$ cat src/top_k_nearest_merge_heap_defines.svh
// Assertion macros for the top-k merge heap block
`ifndef TOP_K_NEAREST_MERGE_HEAP_DEFINES_SVH
`define TOP_K_NEAREST_MERGE_HEAP_DEFINES_SVH
// Implication checked every clock edge outside reset
`define TKH_ASSERT_IMP(label, clk, rst_n, ante, cons) \
  label: assert property (@(posedge clk) disable iff (!rst_n) (ante) |-> (cons)) \
    else $error("assertion failed");
// Next-cycle implication checked outside reset
`define TKH_ASSERT_NXT(label, clk, rst_n, ante, cons) \
  label: assert property (@(posedge clk) disable iff (!rst_n) (ante) |=> (cons)) \
    else $error("assertion failed");
`endif

$ cat src/tkh_pkg.sv
// Package: types, codes and helpers for the top-k merge heap
`timescale 1ns / 1ps
package tkh_pkg;
  localparam int HEAP_CAPACITY = 32;
  localparam int AW = $clog2(HEAP_CAPACITY);
  localparam int SW = $clog2(HEAP_CAPACITY + 1);

  localparam logic [1:0] OP_ADD = 2'd0;
  localparam logic [1:0] OP_TOTAL = 2'd1;
  localparam logic [1:0] OP_ERROR = 2'd2;
  localparam logic [1:0] OP_FINISH = 2'd3;

  localparam logic [1:0] ERR_OOM = 2'd1;
  localparam logic [1:0] ERR_PRECOND = 2'd2;

  localparam logic [1:0] KIND_CANCEL = 2'd0;
  localparam logic [1:0] KIND_ENTRY = 2'd1;
  localparam logic [1:0] KIND_STATUS = 2'd2;

  localparam logic [1:0] ST_OK = 2'd0;
  localparam logic [1:0] ST_PRECOND = 2'd1;
  localparam logic [1:0] ST_OOM = 2'd2;

  localparam logic [1:0] CFG_K = 2'd0;
  localparam logic [1:0] CFG_NV = 2'd1;
  localparam logic [1:0] CFG_CONS = 2'd2;
  localparam logic [1:0] CFG_PART = 2'd3;

  typedef struct packed {
    logic [1:0]  op;
    logic [31:0] distance;
    logic [31:0] key_rank;
    logic [31:0] count;
    logic [1:0]  err_code;
  } in_item_t;

  typedef struct packed {
    logic [1:0]  out_kind;
    logic [1:0]  status;
    logic [31:0] entry_distance;
    logic [31:0] entry_key;
    logic [31:0] total;
    logic        overflow;
    logic        last;
  } out_item_t;

  typedef struct packed {
    logic [31:0] cdist;
    logic [31:0] key;
  } cand_t;

  typedef enum logic [3:0] {
    S_IDLE, S_DECIDE, S_UP_RD, S_UP_CMP, S_DN_RD, S_DN_CMP,
    S_FIN_RD, S_FIN_EMIT, S_FIN_MOVE, S_STATUS, S_OUT_WAIT
  } state_t;

  // controller -> datapath commands
  typedef struct packed {
    logic latch_in;
    logic push;        // write candidate at index size, size++
    logic replace;     // write candidate at root
    logic up_rd;       // read parent of current index
    logic up_swap;     // apply sift-up step
    logic dn_rd;       // read children of current index
    logic dn_swap;     // apply sift-down step
    logic rd_root;     // read root and last entry
    logic pop_move;    // move last to root, size--
    logic total_add;
    logic err_apply;
    logic clear;
    logic emit_cancel;
    logic emit_entry;
    logic emit_status;
  } tkh_cmd_t;

  // datapath -> controller status
  typedef struct packed {
    logic [1:0] op;
    logic       do_push;
    logic       do_replace;
    logic       cancel;
    logic       up_more;
    logic       dn_more;
    logic       heap_empty;
    logic       fail;
  } tkh_sts_t;

  function automatic logic ranks_above(cand_t a, cand_t b);
    if (a.cdist != b.cdist) return a.cdist > b.cdist;
    return a.key < b.key;
  endfunction
endpackage

$ cat src/tkh_ctrl.sv
// Controller: sequences heap insert, replace and drain steps, totals, error reports and status
`timescale 1ns / 1ps
`include "top_k_nearest_merge_heap_defines.svh"
module tkh_ctrl (
  input  logic            clk,
  input  logic            rst_n,
  input  logic            in_valid,
  output logic            in_stall,
  input  logic            out_busy,
  input  tkh_pkg::tkh_sts_t sts,
  output tkh_pkg::tkh_cmd_t cmd
);
  import tkh_pkg::*;
  state_t state_r, state_nxt;

  always_ff @(posedge clk) begin
    if (!rst_n) state_r <= S_IDLE;
    else state_r <= state_nxt;
  end

  assign in_stall = (state_r != S_IDLE);

  always_comb begin
    state_nxt = state_r;
    cmd = '0;
    case (state_r)
      S_IDLE: begin
        if (in_valid) begin
          cmd.latch_in = 1'b1;
          state_nxt = S_DECIDE;
        end
      end
      S_DECIDE: begin
        case (sts.op)
          OP_ADD: begin
            if (sts.do_push) begin
              cmd.push = 1'b1;
              state_nxt = S_UP_RD;
            end else if (sts.do_replace) begin
              cmd.replace = 1'b1;
              state_nxt = S_DN_RD;
            end else state_nxt = S_IDLE;
          end
          OP_TOTAL: begin
            cmd.total_add = 1'b1;
            state_nxt = S_IDLE;
          end
          OP_ERROR: begin
            cmd.err_apply = 1'b1;
            if (sts.cancel) begin
              if (!out_busy) begin
                cmd.emit_cancel = 1'b1;
                state_nxt = S_IDLE;
              end else begin
                cmd.err_apply = 1'b0;
              end
            end else state_nxt = S_IDLE;
          end
          OP_FINISH: begin
            if (sts.fail || sts.heap_empty) state_nxt = S_STATUS;
            else begin
              cmd.rd_root = 1'b1;
              state_nxt = S_FIN_EMIT;
            end
          end
          default: state_nxt = S_IDLE;
        endcase
      end
      S_UP_RD: begin
        if (sts.up_more) begin
          cmd.up_rd = 1'b1;
          state_nxt = S_UP_CMP;
        end else state_nxt = S_IDLE;
      end
      S_UP_CMP: begin
        cmd.up_swap = 1'b1;
        state_nxt = S_UP_RD;
      end
      S_DN_RD: begin
        if (sts.dn_more) begin
          cmd.dn_rd = 1'b1;
          state_nxt = S_DN_CMP;
        end else state_nxt = S_IDLE;
      end
      S_DN_CMP: begin
        cmd.dn_swap = 1'b1;
        state_nxt = S_DN_RD;
      end
      S_FIN_RD: begin
        if (sts.heap_empty) state_nxt = S_STATUS;
        else begin
          cmd.rd_root = 1'b1;
          state_nxt = S_FIN_EMIT;
        end
      end
      S_FIN_EMIT: begin
        if (!out_busy) begin
          cmd.emit_entry = 1'b1;
          state_nxt = S_FIN_MOVE;
        end
      end
      S_FIN_MOVE: begin
        cmd.pop_move = 1'b1;
        state_nxt = S_OUT_WAIT;
      end
      S_OUT_WAIT: begin
        // drain sift then next root
        if (sts.dn_more) begin
          cmd.dn_rd = 1'b1;
          state_nxt = S_DN_CMP;
        end else state_nxt = S_FIN_RD;
      end
      S_STATUS: begin
        if (!out_busy) begin
          cmd.emit_status = 1'b1;
          cmd.clear = 1'b1;
          state_nxt = S_IDLE;
        end
      end
      default: state_nxt = S_IDLE;
    endcase
    // sift-down during drain returns to the drain loop
    if (state_r == S_DN_CMP && sts.op == OP_FINISH) state_nxt = S_OUT_WAIT;
    if (state_r == S_DN_RD && sts.op == OP_FINISH && !sts.dn_more) state_nxt = S_FIN_RD;
  end

  `TKH_ASSERT_IMP(a_stall_busy, clk, rst_n, state_r != S_IDLE, in_stall)
  `TKH_ASSERT_IMP(a_one_emit, clk, rst_n, 1'b1,
    $countones({cmd.emit_cancel, cmd.emit_entry, cmd.emit_status}) <= 1)
  `TKH_ASSERT_IMP(a_emit_free, clk, rst_n,
    cmd.emit_cancel || cmd.emit_entry || cmd.emit_status, !out_busy)
  `TKH_ASSERT_NXT(a_accept_decide, clk, rst_n, cmd.latch_in, state_r == S_DECIDE)
endmodule

$ cat src/tkh_dp.sv
// Datapath: heap memory, counters, flags and the output register
`timescale 1ns / 1ps
module tkh_dp (
  input  logic              clk,
  input  logic              rst_n,
  input  tkh_pkg::in_item_t in_data,
  input  logic [5:0]        k_limit,
  input  logic              non_vector_mode,
  input  logic              consistency_enabled,
  input  logic              partial_allowed,
  input  tkh_pkg::tkh_cmd_t cmd,
  output tkh_pkg::tkh_sts_t sts,
  output logic              out_busy,
  output logic              out_valid,
  input  logic              out_stall,
  output tkh_pkg::out_item_t out_data
);
  import tkh_pkg::*;

  cand_t mem_a [HEAP_CAPACITY];  // one write port, reads registered
  in_item_t item_r;
  logic [SW-1:0] size_r;
  logic [AW-1:0] idx_r;
  logic [31:0] total_r;
  logic cbad_r, oom_r, drop_r;
  cand_t cur_r, root_r;
  logic lc_ok_r, rc_ok_r;
  logic ov_r;
  out_item_t od_r;

  logic [SW-1:0] keff;
  logic [SW:0] lidx_w, ridx_w;
  logic [AW-1:0] pidx;
  logic [32:0] sum;
  logic cons_nxt;
  logic mw_en;
  logic [AW-1:0] mw_a;
  cand_t mw_d;
  logic [AW-1:0] ra, rb;
  cand_t rda, rdb;
  logic pick_l, pick_r;

  assign keff = (k_limit > 6'(HEAP_CAPACITY)) ? SW'(HEAP_CAPACITY) : SW'(k_limit);
  assign lidx_w = (SW+1)'({idx_r, 1'b1});
  assign ridx_w = lidx_w + (SW+1)'(1);
  assign pidx = AW'((idx_r - AW'(1)) >> 1);
  assign sum = {1'b0, total_r} + {1'b0, item_r.count};
  assign cons_nxt = cbad_r | (consistency_enabled & (item_r.err_code == ERR_PRECOND));

  // reads: two ports, address chosen by the command
  always_comb begin
    ra = '0;
    rb = '0;
    if (cmd.up_rd) ra = pidx;
    if (cmd.dn_rd) begin
      ra = lidx_w[AW-1:0];
      rb = ridx_w[AW-1:0];
    end
    if (cmd.rd_root) begin
      ra = '0;
      rb = AW'(size_r - SW'(1));
    end
  end
  // hold the read data until the next read command
  always_ff @(posedge clk) begin
    if (cmd.up_rd || cmd.dn_rd || cmd.rd_root) begin
      rda <= mem_a[ra];
      rdb <= mem_a[rb];
    end
  end

  assign pick_l = lc_ok_r && ranks_above(rda, cur_r) &&
                  !(rc_ok_r && ranks_above(rdb, rda));
  assign pick_r = rc_ok_r && ranks_above(rdb, cur_r) &&
                  !(lc_ok_r && !ranks_above(rdb, rda));

  // single write per cycle: a swap writes cur at the neighbor's index, cur stays in a register
  always_comb begin
    mw_en = 1'b0;
    mw_a = '0;
    mw_d = cur_r;
    if (cmd.push) begin
      mw_en = 1'b1;
      mw_a = AW'(size_r);
      mw_d = {item_r.distance, item_r.key_rank};
    end else if (cmd.replace) begin
      mw_en = 1'b1;
      mw_a = '0;
      mw_d = {item_r.distance, item_r.key_rank};
    end else if (cmd.up_swap) begin
      mw_en = 1'b1;
      mw_a = ranks_above(cur_r, rda) ? pidx : idx_r;
      mw_d = cur_r;
    end else if (cmd.dn_swap) begin
      mw_en = 1'b1;
      mw_a = pick_l ? lidx_w[AW-1:0] : (pick_r ? ridx_w[AW-1:0] : idx_r);
      mw_d = cur_r;
    end else if (cmd.pop_move) begin
      mw_en = 1'b1;
      mw_a = '0;
      mw_d = rdb;
    end
  end

  // sift step: cur to parent or child, which moves to cur's index later (written here too)
  cand_t up_hold_r;
  logic up_fix_r;
  logic [AW-1:0] up_fix_a_r;
  always_ff @(posedge clk) begin
    if (mw_en) mem_a[mw_a] <= mw_d;
    else if (up_fix_r) mem_a[up_fix_a_r] <= up_hold_r;
  end

  always_ff @(posedge clk) begin
    if (!rst_n) begin
      up_fix_r <= 1'b0;
    end else begin
      up_fix_r <= 1'b0;
      if (cmd.up_swap && ranks_above(cur_r, rda)) begin
        up_fix_r <= 1'b1;
        up_fix_a_r <= idx_r;
        up_hold_r <= rda;
      end
      if (cmd.dn_swap && (pick_l || pick_r)) begin
        up_fix_r <= 1'b1;
        up_fix_a_r <= idx_r;
        up_hold_r <= pick_l ? rda : rdb;
      end
    end
  end

  always_ff @(posedge clk) begin
    if (!rst_n) begin
      size_r <= '0;
      total_r <= '0;
      cbad_r <= 1'b0;
      oom_r <= 1'b0;
      drop_r <= 1'b0;
      ov_r <= 1'b0;
      idx_r <= '0;
    end else begin
      if (cmd.latch_in) item_r <= in_data;
      if (cmd.latch_in && in_data.op == OP_ADD && non_vector_mode &&
          size_r >= SW'(HEAP_CAPACITY)) drop_r <= 1'b1;
      if (cmd.push) begin
        size_r <= size_r + SW'(1);
        idx_r <= AW'(size_r);
        cur_r <= {item_r.distance, item_r.key_rank};
      end
      if (cmd.replace) begin
        idx_r <= '0;
        cur_r <= {item_r.distance, item_r.key_rank};
      end
      if (cmd.up_swap) begin
        if (ranks_above(cur_r, rda)) idx_r <= pidx;
        else idx_r <= '0;
      end
      if (cmd.dn_rd) begin
        lc_ok_r <= lidx_w < (SW+1)'(size_r);
        rc_ok_r <= ridx_w < (SW+1)'(size_r);
      end
      if (cmd.dn_swap) begin
        if (pick_l) idx_r <= lidx_w[AW-1:0];
        else if (pick_r) idx_r <= ridx_w[AW-1:0];
        else begin
          lc_ok_r <= 1'b0;
          rc_ok_r <= 1'b0;
          idx_r <= '1;
        end
      end
      if (cmd.pop_move) begin
        size_r <= size_r - SW'(1);
        idx_r <= '0;
        cur_r <= rdb;
      end
      if (cmd.total_add) total_r <= sum[32] ? 32'hFFFF_FFFF : sum[31:0];
      if (cmd.err_apply) begin
        cbad_r <= cons_nxt;
        if (item_r.err_code == ERR_OOM) oom_r <= 1'b1;
      end
      if (cmd.clear) begin
        size_r <= '0;
        total_r <= '0;
        cbad_r <= 1'b0;
        oom_r <= 1'b0;
        drop_r <= 1'b0;
      end
      if (out_valid && !out_stall) ov_r <= 1'b0;
      if (cmd.emit_cancel || cmd.emit_entry || cmd.emit_status) ov_r <= 1'b1;
    end
  end

  // sift loops stop when the heap order holds or the index runs off the tree
  logic dn_live_r;
  always_ff @(posedge clk) begin
    if (!rst_n) dn_live_r <= 1'b0;
    else if (cmd.replace || cmd.pop_move) dn_live_r <= 1'b1;
    else if (cmd.dn_swap && !(pick_l || pick_r)) dn_live_r <= 1'b0;
    else if (cmd.dn_rd && !(lidx_w < (SW+1)'(size_r))) dn_live_r <= 1'b0;
  end
  logic up_live_r;
  always_ff @(posedge clk) begin
    if (!rst_n) up_live_r <= 1'b0;
    else if (cmd.push) up_live_r <= 1'b1;
    else if (cmd.up_swap && !ranks_above(cur_r, rda)) up_live_r <= 1'b0;
  end

  always_ff @(posedge clk) begin
    if (cmd.emit_cancel) od_r <= '{KIND_CANCEL, ST_OK, 32'd0, 32'd0, 32'd0, 1'b0, 1'b0};
    else if (cmd.emit_entry)
      od_r <= '{KIND_ENTRY, ST_OK, rda.cdist, rda.key, total_r, drop_r, 1'b0};
    else if (cmd.emit_status) begin
      if (cbad_r) od_r <= '{KIND_STATUS, ST_PRECOND, 32'd0, 32'd0, 32'd0, 1'b0, 1'b1};
      else if (oom_r) od_r <= '{KIND_STATUS, ST_OOM, 32'd0, 32'd0, 32'd0, 1'b0, 1'b1};
      else od_r <= '{KIND_STATUS, ST_OK, 32'd0, 32'd0, total_r, drop_r, 1'b1};
    end
  end

  assign out_valid = ov_r;
  assign out_data = od_r;
  assign out_busy = ov_r && out_stall;

  always_comb begin
    sts.op = item_r.op;
    sts.do_push = non_vector_mode ? (size_r < SW'(HEAP_CAPACITY)) : (size_r < keff);
    sts.do_replace = !non_vector_mode && (size_r != '0) &&
                     (item_r.distance < root_r.cdist);
    sts.cancel = (item_r.err_code == ERR_OOM) || !partial_allowed || cons_nxt;
    sts.up_more = up_live_r && (idx_r != '0);
    sts.dn_more = dn_live_r && (lidx_w < (SW+1)'(size_r));
    sts.heap_empty = (size_r == '0);
    sts.fail = cbad_r || oom_r;
  end

  // root shadow kept for the replace compare
  always_ff @(posedge clk) begin
    if (mw_en && mw_a == '0) root_r <= mw_d;
    else if (up_fix_r && up_fix_a_r == '0) root_r <= up_hold_r;
  end
endmodule

$ cat src/top_k_nearest_merge_heap.sv
// Top level: top-k nearest-neighbor merge heap with its config registers
//
// Usage:
//  in_* channel: one beat per op (add neighbor, add total, error report, finish).
//  out_* channel: cancel requests, result entries furthest first, then a final status
//  beat with last set. cfg_* writes k_limit, non_vector_mode, consistency_enabled and
//  partial_allowed; the user must do so only while the block is idle (unenforced).
// Sequencing:
//  One item at a time. An add sifts one heap level per read/compare pair of states,
//  using the two-port heap memory with a registered read. A finish emits one entry
//  per pop, each pop sifting the new root before the next entry.
// Reset: synchronous, rst_n low clears heap size, totals, flags and config to
//  their defaults (k_limit 10, partial_allowed 1). The heap memory is not cleared.
// Stall: out_stall holds the output register; the controller waits before the next
//  emit, and in_stall stays high until the current item finishes.
`timescale 1ns / 1ps
module top_k_nearest_merge_heap (
  input  logic               clk,
  input  logic               rst_n,
  input  logic               in_valid,
  output logic               in_stall,
  input  tkh_pkg::in_item_t  in_data,
  output logic               out_valid,
  input  logic               out_stall,
  output tkh_pkg::out_item_t out_data,
  input  logic               cfg_we,
  input  logic [1:0]         cfg_index,
  input  logic [5:0]         cfg_wdata
);
  import tkh_pkg::*;

  logic [5:0] k_r;
  logic nv_r, cons_r, part_r;
  tkh_cmd_t cmd;
  tkh_sts_t sts;
  logic out_busy;

  // config registers
  always_ff @(posedge clk) begin
    if (!rst_n) begin
      k_r <= 6'd10;
      nv_r <= 1'b0;
      cons_r <= 1'b0;
      part_r <= 1'b1;
    end else if (cfg_we) begin
      case (cfg_index)
        CFG_K: k_r <= cfg_wdata;
        CFG_NV: nv_r <= cfg_wdata[0];
        CFG_CONS: cons_r <= cfg_wdata[0];
        CFG_PART: part_r <= cfg_wdata[0];
        default: ;
      endcase
    end
  end

  tkh_ctrl u_ctrl (
    .clk(clk), .rst_n(rst_n), .in_valid(in_valid), .in_stall(in_stall),
    .out_busy(out_busy), .sts(sts), .cmd(cmd)
  );

  tkh_dp u_dp (
    .clk(clk), .rst_n(rst_n), .in_data(in_data), .k_limit(k_r),
    .non_vector_mode(nv_r), .consistency_enabled(cons_r), .partial_allowed(part_r),
    .cmd(cmd), .sts(sts), .out_busy(out_busy), .out_valid(out_valid),
    .out_stall(out_stall), .out_data(out_data)
  );
endmodule
$ cat config.mk
export PLATFORM = sky130hd
export DESIGN_NAME = top_k_nearest_merge_heap
export DESIGN_NICKNAME = d
export VERILOG_FILES = /design/src/tkh_pkg.sv /design/src/tkh_ctrl.sv /design/src/tkh_dp.sv /design/src/top_k_nearest_merge_heap.sv
export VERILOG_INCLUDE_DIRS = /design/src /design/src/src
export SDC_FILE = /design/constraint.sdc
export NUM_CORES = 2
export LEC_CHECK = 0
export BUFFER_PORTS_ARGS = -buffer_cell sky130_fd_sc_hd__buf_4
export CAP_MARGIN = 10
export CORE_UTILIZATION = 38
export CTS_CLUSTER_DIAMETER = 120
export DETAILED_ROUTE_END_ITERATION = 7
export PLACE_DENSITY_LB_ADDON = 0.08
export SETUP_SLACK_MARGIN = 0.15
export SYNTH_ARGS = -nofsm -noshare
export SYNTH_HDL_FRONTEND = slang
export SYNTH_SLANG_ARGS = --single-unit
$ cat constraint.sdc
create_clock -name clk -period 6.17 [get_ports clk]
set_clock_uncertainty 0.15 [all_clocks]
set_input_delay 0.3085 -clock clk [delete_from_list [all_inputs] [get_ports clk]]
set_output_delay 0.3085 -clock clk [all_outputs]
set_load 0.02 [all_outputs]
## Word-level counts from Yosys, hierarchy flattened

Memory sizes are Yosys's and may differ from the RTL's. A register that Yosys moved wholly into a read port is not among the register bits.
Cells that the tools add are included.

| word-level totals | value |
|---|---|
| register bits after elaboration | 432 |
| memory bits (writable) | 2048 |
| memories | 1 |

Memories:

| name | words | width | read ports | clocked after Yosys merged registers in | wr ports | RTL line | source |
|---|---|---|---|---|---|---|---|
| u_dp.mem_a | 32 | 64 | 2 | 2 | 1 | tkh_dp.sv:20 | `cand_t mem_a [HEAP_CAPACITY];` |

| cells by class | value |
|---|---|
| add/sub/neg operators | 5 |
| order comparisons | 15 |
| equal/unequal tests | 28 |
| mux-type cells | 146 |
| bitwise logic cells | 3 |
| reduce and logical (&&, ||, !) cells | 82 |

Operators by type and width:

| operator | number |
|---|---|
| $mux W64 | 14 |
| $mux W101 | 2 |
| $mux W100 | 2 |
| $lt A32 B32 Y1 | 5 |
| $gt A32 B32 Y1 | 4 |
| $ne A32 B32 Y1 | 4 |
| $mux W5 | 20 |
| $mux W1 | 83 |
| $reduce_or A64 Y1 | 1 |
| $pmux W4 S11 | 1 |
| $mux W4 | 10 |
| $add A32 B32 Y33 | 1 |
| $mux W32 | 1 |
| $logic_and A1 B1 Y1 | 25 |
| $reduce_and A2 Y1 | 11 |
| $mux W6 | 3 |
| $eq A4 B3 Y1 const B | 4 |
| $pmux W4 S4 | 1 |
| $eq A4 B4 Y1 const B | 3 |
| $lt A6 B6 Y1 | 2 |
| $reduce_bool A2 Y1 | 6 |
| $eq A2 B2 Y1 const B | 5 |
| $logic_not A1 Y1 | 10 |
| $logic_not A5 Y1 | 2 |
| 32 further kinds | 59 |

## Depth between registers and ports, before layout

| depth | value |
|---|---|
| word-level depth | 20 |
| depth in mapped cells | 19 |
| depth with buffers taken out | 14 |

## By module

Synthesis repeated with hierarchy kept, for this count alone.

| second synthesis, totals | value |
|---|---|
| cells, all modules | 10475 |
| area, all modules | 126872.9 µm² |

Modules (own cells, without submodules):

| module | instances | cells an instance | area an instance (µm²) |
|---|---|---|---|
| tkh_dp | 1 | 10343 | 125771.9 |
| tkh_ctrl | 1 | 94 | 716.9 |
| top_k_nearest_merge_heap | 1 | 38 | 384.1 |

## Worst setup path before layout

OpenSTA, ideal clock, no wires.

| timing path | value |
|---|---|
| path type | flip-flop to flip-flop |
| from | reg, netlist name u_dp.rda[15] |
| to | mem u_dp.mem_a[12][0] (netlist bit) (enable) |
| setup time | 0.487 ns |
| arrival | 5.966 ns |
| data required time | 5.533 ns |
| setup slack | -0.433 ns |
| cell stages (with the launch flop) | 14 |
| path buffers | 1 |
| period minus slack after synthesis | 6.603 ns |
| cell sequence | edfxtp_1 ha_1 nand4_1 or4_1 a21o_1 a41oi_1 o21ai_0 and3_1 a22o_1 a2111oi_2 a211oi_1 or2_2 clkbuf_1 nor2_1 |

| on the way | value |
|---|---|
| word-level cells in the longest chain between the ends | 13 |
| elaborated cells on any way between the ends | 25 |

Ends and longest elaborated chain:

| what | RTL line | source |
|---|---|---|
| $lt A32 B32 Y1 | tkh_pkg.sv:90 | `return a.key < b.key;` |
| $mux W1 | tkh_pkg.sv:90 |  |
| $logic_not A1 Y1 | tkh_dp.sv:75 | `!(lc_ok_r && !ranks_above(rdb, rda));` |
| $logic_and A1 B1 Y1 | tkh_dp.sv:75 |  |
| $logic_not A1 Y1 | tkh_dp.sv:75 |  |
| $logic_and A1 B1 Y1 | tkh_dp.sv:74 | `assign pick_r = rc_ok_r && ranks_above(rdb, cur_r) &&` |
| $mux W5 (2 in series) | tkh_dp.sv:96 | `mw_a = pick_l ? lidx_w[AW-1:0] : (pick_r ? ridx_w[AW-1:0] : idx_r);` |
| $mux W5 | tkh_dp.sv:94 | `end else if (cmd.dn_swap) begin` |
| $mux W5 * | tkh_dp.sv:90 | `end else if (cmd.up_swap) begin` |
| $mux W5 * | tkh_dp.sv:86 | `end else if (cmd.replace) begin` |
| $mux W5 * | tkh_dp.sv:82 | `if (cmd.push) begin` |
| $mux W5 (no source line) * | n/a |  |
| to (decl) | tkh_dp.sv:20 |  |

Mark *: on every way between the ends. The rest lies on a longest branch, timed or not. The select of a mux whose other input is x is not followed.

## Worst setup path after layout

| timing path | value |
|---|---|
| from | reg, netlist name u_dp.rda[31] |
| to | mem u_dp.mem_a[31][47] (netlist bit) (enable) |

| on the way | value |
|---|---|
| word-level cells in the longest chain between the ends | 13 |
| elaborated cells on any way between the ends | 25 |

Ends and longest elaborated chain:

| what | RTL line |
|---|---|
| $lt A32 B32 Y1 | tkh_pkg.sv:90 |
| $mux W1 | tkh_pkg.sv:90 |
| $logic_not A1 Y1 | tkh_dp.sv:75 |
| $logic_and A1 B1 Y1 | tkh_dp.sv:75 |
| $logic_not A1 Y1 | tkh_dp.sv:75 |
| $logic_and A1 B1 Y1 | tkh_dp.sv:74 |
| $mux W5 (2 in series) | tkh_dp.sv:96 |
| $mux W5 | tkh_dp.sv:94 |
| $mux W5 * | tkh_dp.sv:90 |
| $mux W5 * | tkh_dp.sv:86 |
| $mux W5 * | tkh_dp.sv:82 |
| $mux W5 (no source line) * | n/a |

Marks and branches as above.

==> results by group <==
Die
  • Core area: between 0.3 and 0.4 mm2
  • DIE AREA: 0.336 mm2
  • Initial Util: 0.383
  • Row count: 211
  • Die span in y: 580 um
  • Die X: 580 um
  • # IOs: 217

Final layout
  • Post-route insts no fill: roughly 15,000
  • Share of cells above drive strength 1: 0.182
  • Area grow syn2layout: 19.0%
  • Final net count: 11,200
  • Fill count: a little under 30,000
  • Util after Layout: 0.455

Pwr
  • Power Total: just over 40 mW
  • Max IR drop VDD: ~0.0002 V
  • P_sw: 9.61 mW
  • Internal Power: ~31 mW
  • Lkg Pwr: 53.4 nW
  • Sequential Power Share: 0.492
  • Comb pwr share: 0.072
  • Pwr Density: about 270 mW/mm2
  • Clock power share: 0.436
  • Sw frac: 0.238

Flow run
  • MaxCap Viol Count: 0

Synthesis
  • Main synth FF type: edfxtp_1
  • Synthesized area per cell: 12.4 um2
  • Post-synth cell types: 86
  • Count of yosys warnings during synthesis: 0
  • Sequential cell area fraction in the yosys report: 0.605
  • Synthesized area: 0.127 mm2
  • Post-synthesis register bit count: 2,607
  • Syn Inst Count: approximately 10,000
  • Syn_nets: ~11,000
  • Number of synthesized flops with an enable pin: approximately 2,400
  • Ys async rst share: 0

GRT
  • Vias in the first global route: about 90,000
  • Grt ovf: 0
  • Initial antenna violation count: 40
  • Total track usage: 0.283
  • Largest net degree at the start of global routing: approximately 120
  • Global-route wire length before repair: ~680,000 um

Critical path
  • CP Max Fanout: 28
  • Arr. time, crit path: between 6 and 7 ns
  • Worst setup path end: u_dp.mem_a[31][47]$_DFFE_PP_
  • Crit path launch type: flop
  • CP endpoint kind: flop
  • Reg-to-reg endpoint: u_dp.mem_a[31][47]$_DFFE_PP_
  • WP data required: ~6.6 ns
  • Worst reg-to-reg setup slack: about 0.51 ns
  • Worst Reg-to-Reg Cells: 14
  • CP startpoint: u_dp.rda[31]$_DFFE_PP_
  • Setup CP Type: reg -> reg
  • Reg2reg start: u_dp.rda[31]$_DFFE_PP_

Timing
  • Max Slew Vio Count: 0
  • Final Cycle Share: 0.917
  • Worst Max-Slew Pin Slew: around 1.3 ns
  • Fmax: between 0.15 and 0.2 GHz
  • Headroom to the max-slew limit: 0.138
  • Min Clock Period, post-route: 5.66 ns
  • RSZ-0062 raised after global routing: no
  • Final hold vios: 0
  • Post-route setup TNS: 0 ns
  • Final setup viols: 0

Routing
  • Detailed-route via count: about 94,000
  • Detailed-route wire length: around 490,000 um
  • First DRT Iteration DRCs: roughly 12,000
  • Drt pass-1 iters: 8
  • Remaining antenna violation count: 0
  • Number of vias per cell: 6.08
  • DRC violations left: 0
  • Wire per inst: 31.4 um

Placement
  • DPL Wire Length: approximately 320,000 um
  • Placed insts: about 15,000
  • GP Congestion: roughly 0.89
  • Port bufs: between 200 and 250

Clock tree
  • CTS tree: yes
  • Clk Latency, worst-skew pair: 0.92 ns
  • CTS root buffer: clkbuf_16
  • Clk sinks: 2,607
  • Reg clk slew, reported paths: approximately 0.06 ns
  • Clk buf depth: 4
  • Num CTS Buffers: 300
  • Total number of H-tree levels: 5

Min path
  • Min-delay worst type: in -> reg

Outcome
  • Status: completed
-- logic make-up after synthesis --
group / after synthesis / share of synthesized area
fa+ha+maj: 274 / 0.0271
flops: 2607 / 0.605
simple gates: 3890 / 0.133
compound gates: 1766 / 0.0972
mux: 676 / 0.105
buf+inv: 961 / 0.0300
xor+xnor: 37 / 0.00256
-- sequential cells by signal, indices dropped and copies added, names as in the netlist, 5 cells and up --
| name | cells |
|---|---|
| u_dp.idx_r | 5 |
| u_dp.up_hold_r | 64 |
| u_dp.cur_r | 64 |
| u_dp.out_data | 101 |
| u_dp.size_r | 6 |
| k_r | 6 |
| u_dp.root_r | 32 |
| u_dp.up_fix_a_r | 5 |
| u_dp.mem_a | 2048 |
| u_dp.rdb | 64 |
| u_dp.item_r | 98 |
| u_dp.total_r | 32 |
| u_dp.rda | 64 |
-- power groups by stage --
stage               Combinational (mW)  Sequential, mW  Clock (mW)
detailed placement                2.76            20.3           0
floorplan                         1.31            20.2           0
CTS                               2.89            19.9        17.9
finish                            2.91            19.9        17.6
global route                      3.09            19.9        18.6
global placement                  2.74            20.3           0
-- Yosys cell counts (5+ instances only) --
cell type  number  area (um2)
edfxtp_1     2443       73400
nand2_1      2336        8770
nand3_1       861        4310
clkbuf_1      589        2210
mux4_2        512       11500
a311oi_1      386        3380
a211oi_1      343        2570
a21oi_1       310        1550
ha_1          273        3420
and2_1        264        1650
nor2_1        236         886
o21ai_0       224        1120
inv_1         195         732
dfxtp_1       164        3280
a31oi_1       146         913
a21o_1        136        1020
mux2_2        126        1420
buf_2         119         596
a22oi_1       103         773
buf_1          50         188
and3_1         40         250
mux2i_1        32         320
nand4_1        30         188
nor3_1         24         120
nor2b_1        22         138
xnor2_1        21         184
xor2_1         16         140
nand2b_1       15        93.8
o211ai_1       14         105
o21a_1         14         105
a221oi_1       11        96.3
and4_1         11        96.3
nor4_1         11        68.8
a211o_1         9        78.8
or3_1           9        56.3
o21bai_1        7        52.6
o31ai_1         7        52.6
mux2_1          6        67.6
or4_1           6        45.0
buf_6           5        56.3
o22ai_1         5        31.3
-- worst max-delay path, cell delays in order, from the launching register on --
cell and delay [ns]:
edfxtp_1 0.53, ha_1 0.37, nand4_1 0.18, nor4_1 0.46
nand2_1 0.30, or3_1 0.49, o211ai_1 0.19, nand2_1 0.32
o311ai_0 0.74, a221oi_1 0.14, buf_4 0.22, or2_2 0.32
buf_12 0.16, nor2_4 0.40, buf_12 0.30
-- routing by layer --
layer,vias to the layer above,track usage,part of all wire
met3,678,0.0704,0.10
met2,4753,0.425,0.44
met5,-,0,0.00028
met4,20,0.0793,0.030
li1,40200,-,-
met1,48200,0.405,0.43
-- area by class of cell --
cell class | count | area [um2] | area share
tap | 4366 | 5460 | 0.0362
timing repair buffer | 1080 | 11300 | 0.0752
clock buffer | 382 | 8130 | 0.0539
multi-input combinational | 6643 | 47100 | 0.312
antenna | 9 | 22.5 | 0.000149
sequential | 2607 | 76600 | 0.508
inverter | 197 | 739 | 0.00490
clock inverter | 154 | 1360 | 0.00904
-- timing repair --
action	in CTS	in global routing
hold buffers	233	0
setup endpoints to repair	0	76
buffers inserted	0	0
resized for setup	0	1
hold endpoints to repair	159	0
-- worst min-delay path by stage --
stage,depth (start not counted),end,slack [ns],from
floorplan,1,k_r[1]$_SDFFE_PN1P_,0.22,rst_n
global placement,1,u_dp.drop_r$_SDFFE_PP0P_,0.31,u_dp.drop_r$_SDFFE_PP0P_
detailed placement,1,u_dp.drop_r$_SDFFE_PP0P_,0.31,u_dp.drop_r$_SDFFE_PP0P_
CTS,2,u_dp.item_r[61]$_DFFE_PP_,0.01,in_data[61]
global route,2,u_dp.item_r[61]$_DFFE_PP_,0.03,in_data[61]
finish,2,u_dp.item_r[61]$_DFFE_PP_,0.05,in_data[61]
-- per-stage QoR --
step	hold slack (ns)	cell area [um2]	worst slack [ns]
final	0.0485	151000	0.515
after global routing	0.0292	151000	0.235
after CTS	0.0114	151000	0.288
after detailed placement	0.315	139000	0.333
after global placement	0.308	139000	0.297
after floorplan	0.220	127000	-0.433
-- cell usage in the layout (no fill, tap or decap), drive strengths merged, types with 205 or more instances in the layout --
cell type / synthesis / final
and2: 265 / 265
dlygate4sd3: 0 / 233
inv: 196 / 205
nor2: 236 / 236
nand2: 2336 / 2336
mux4: 512 / 512
clkbuf: 589 / 382
edfxtp: 2443 / 2443
buf: 175 / 847
a311oi: 386 / 386
o21ai: 227 / 227
a211oi: 345 / 345
a21oi: 311 / 311
nand3: 861 / 861
ha: 273 / 273
Power figures use the tool's default switching activity.
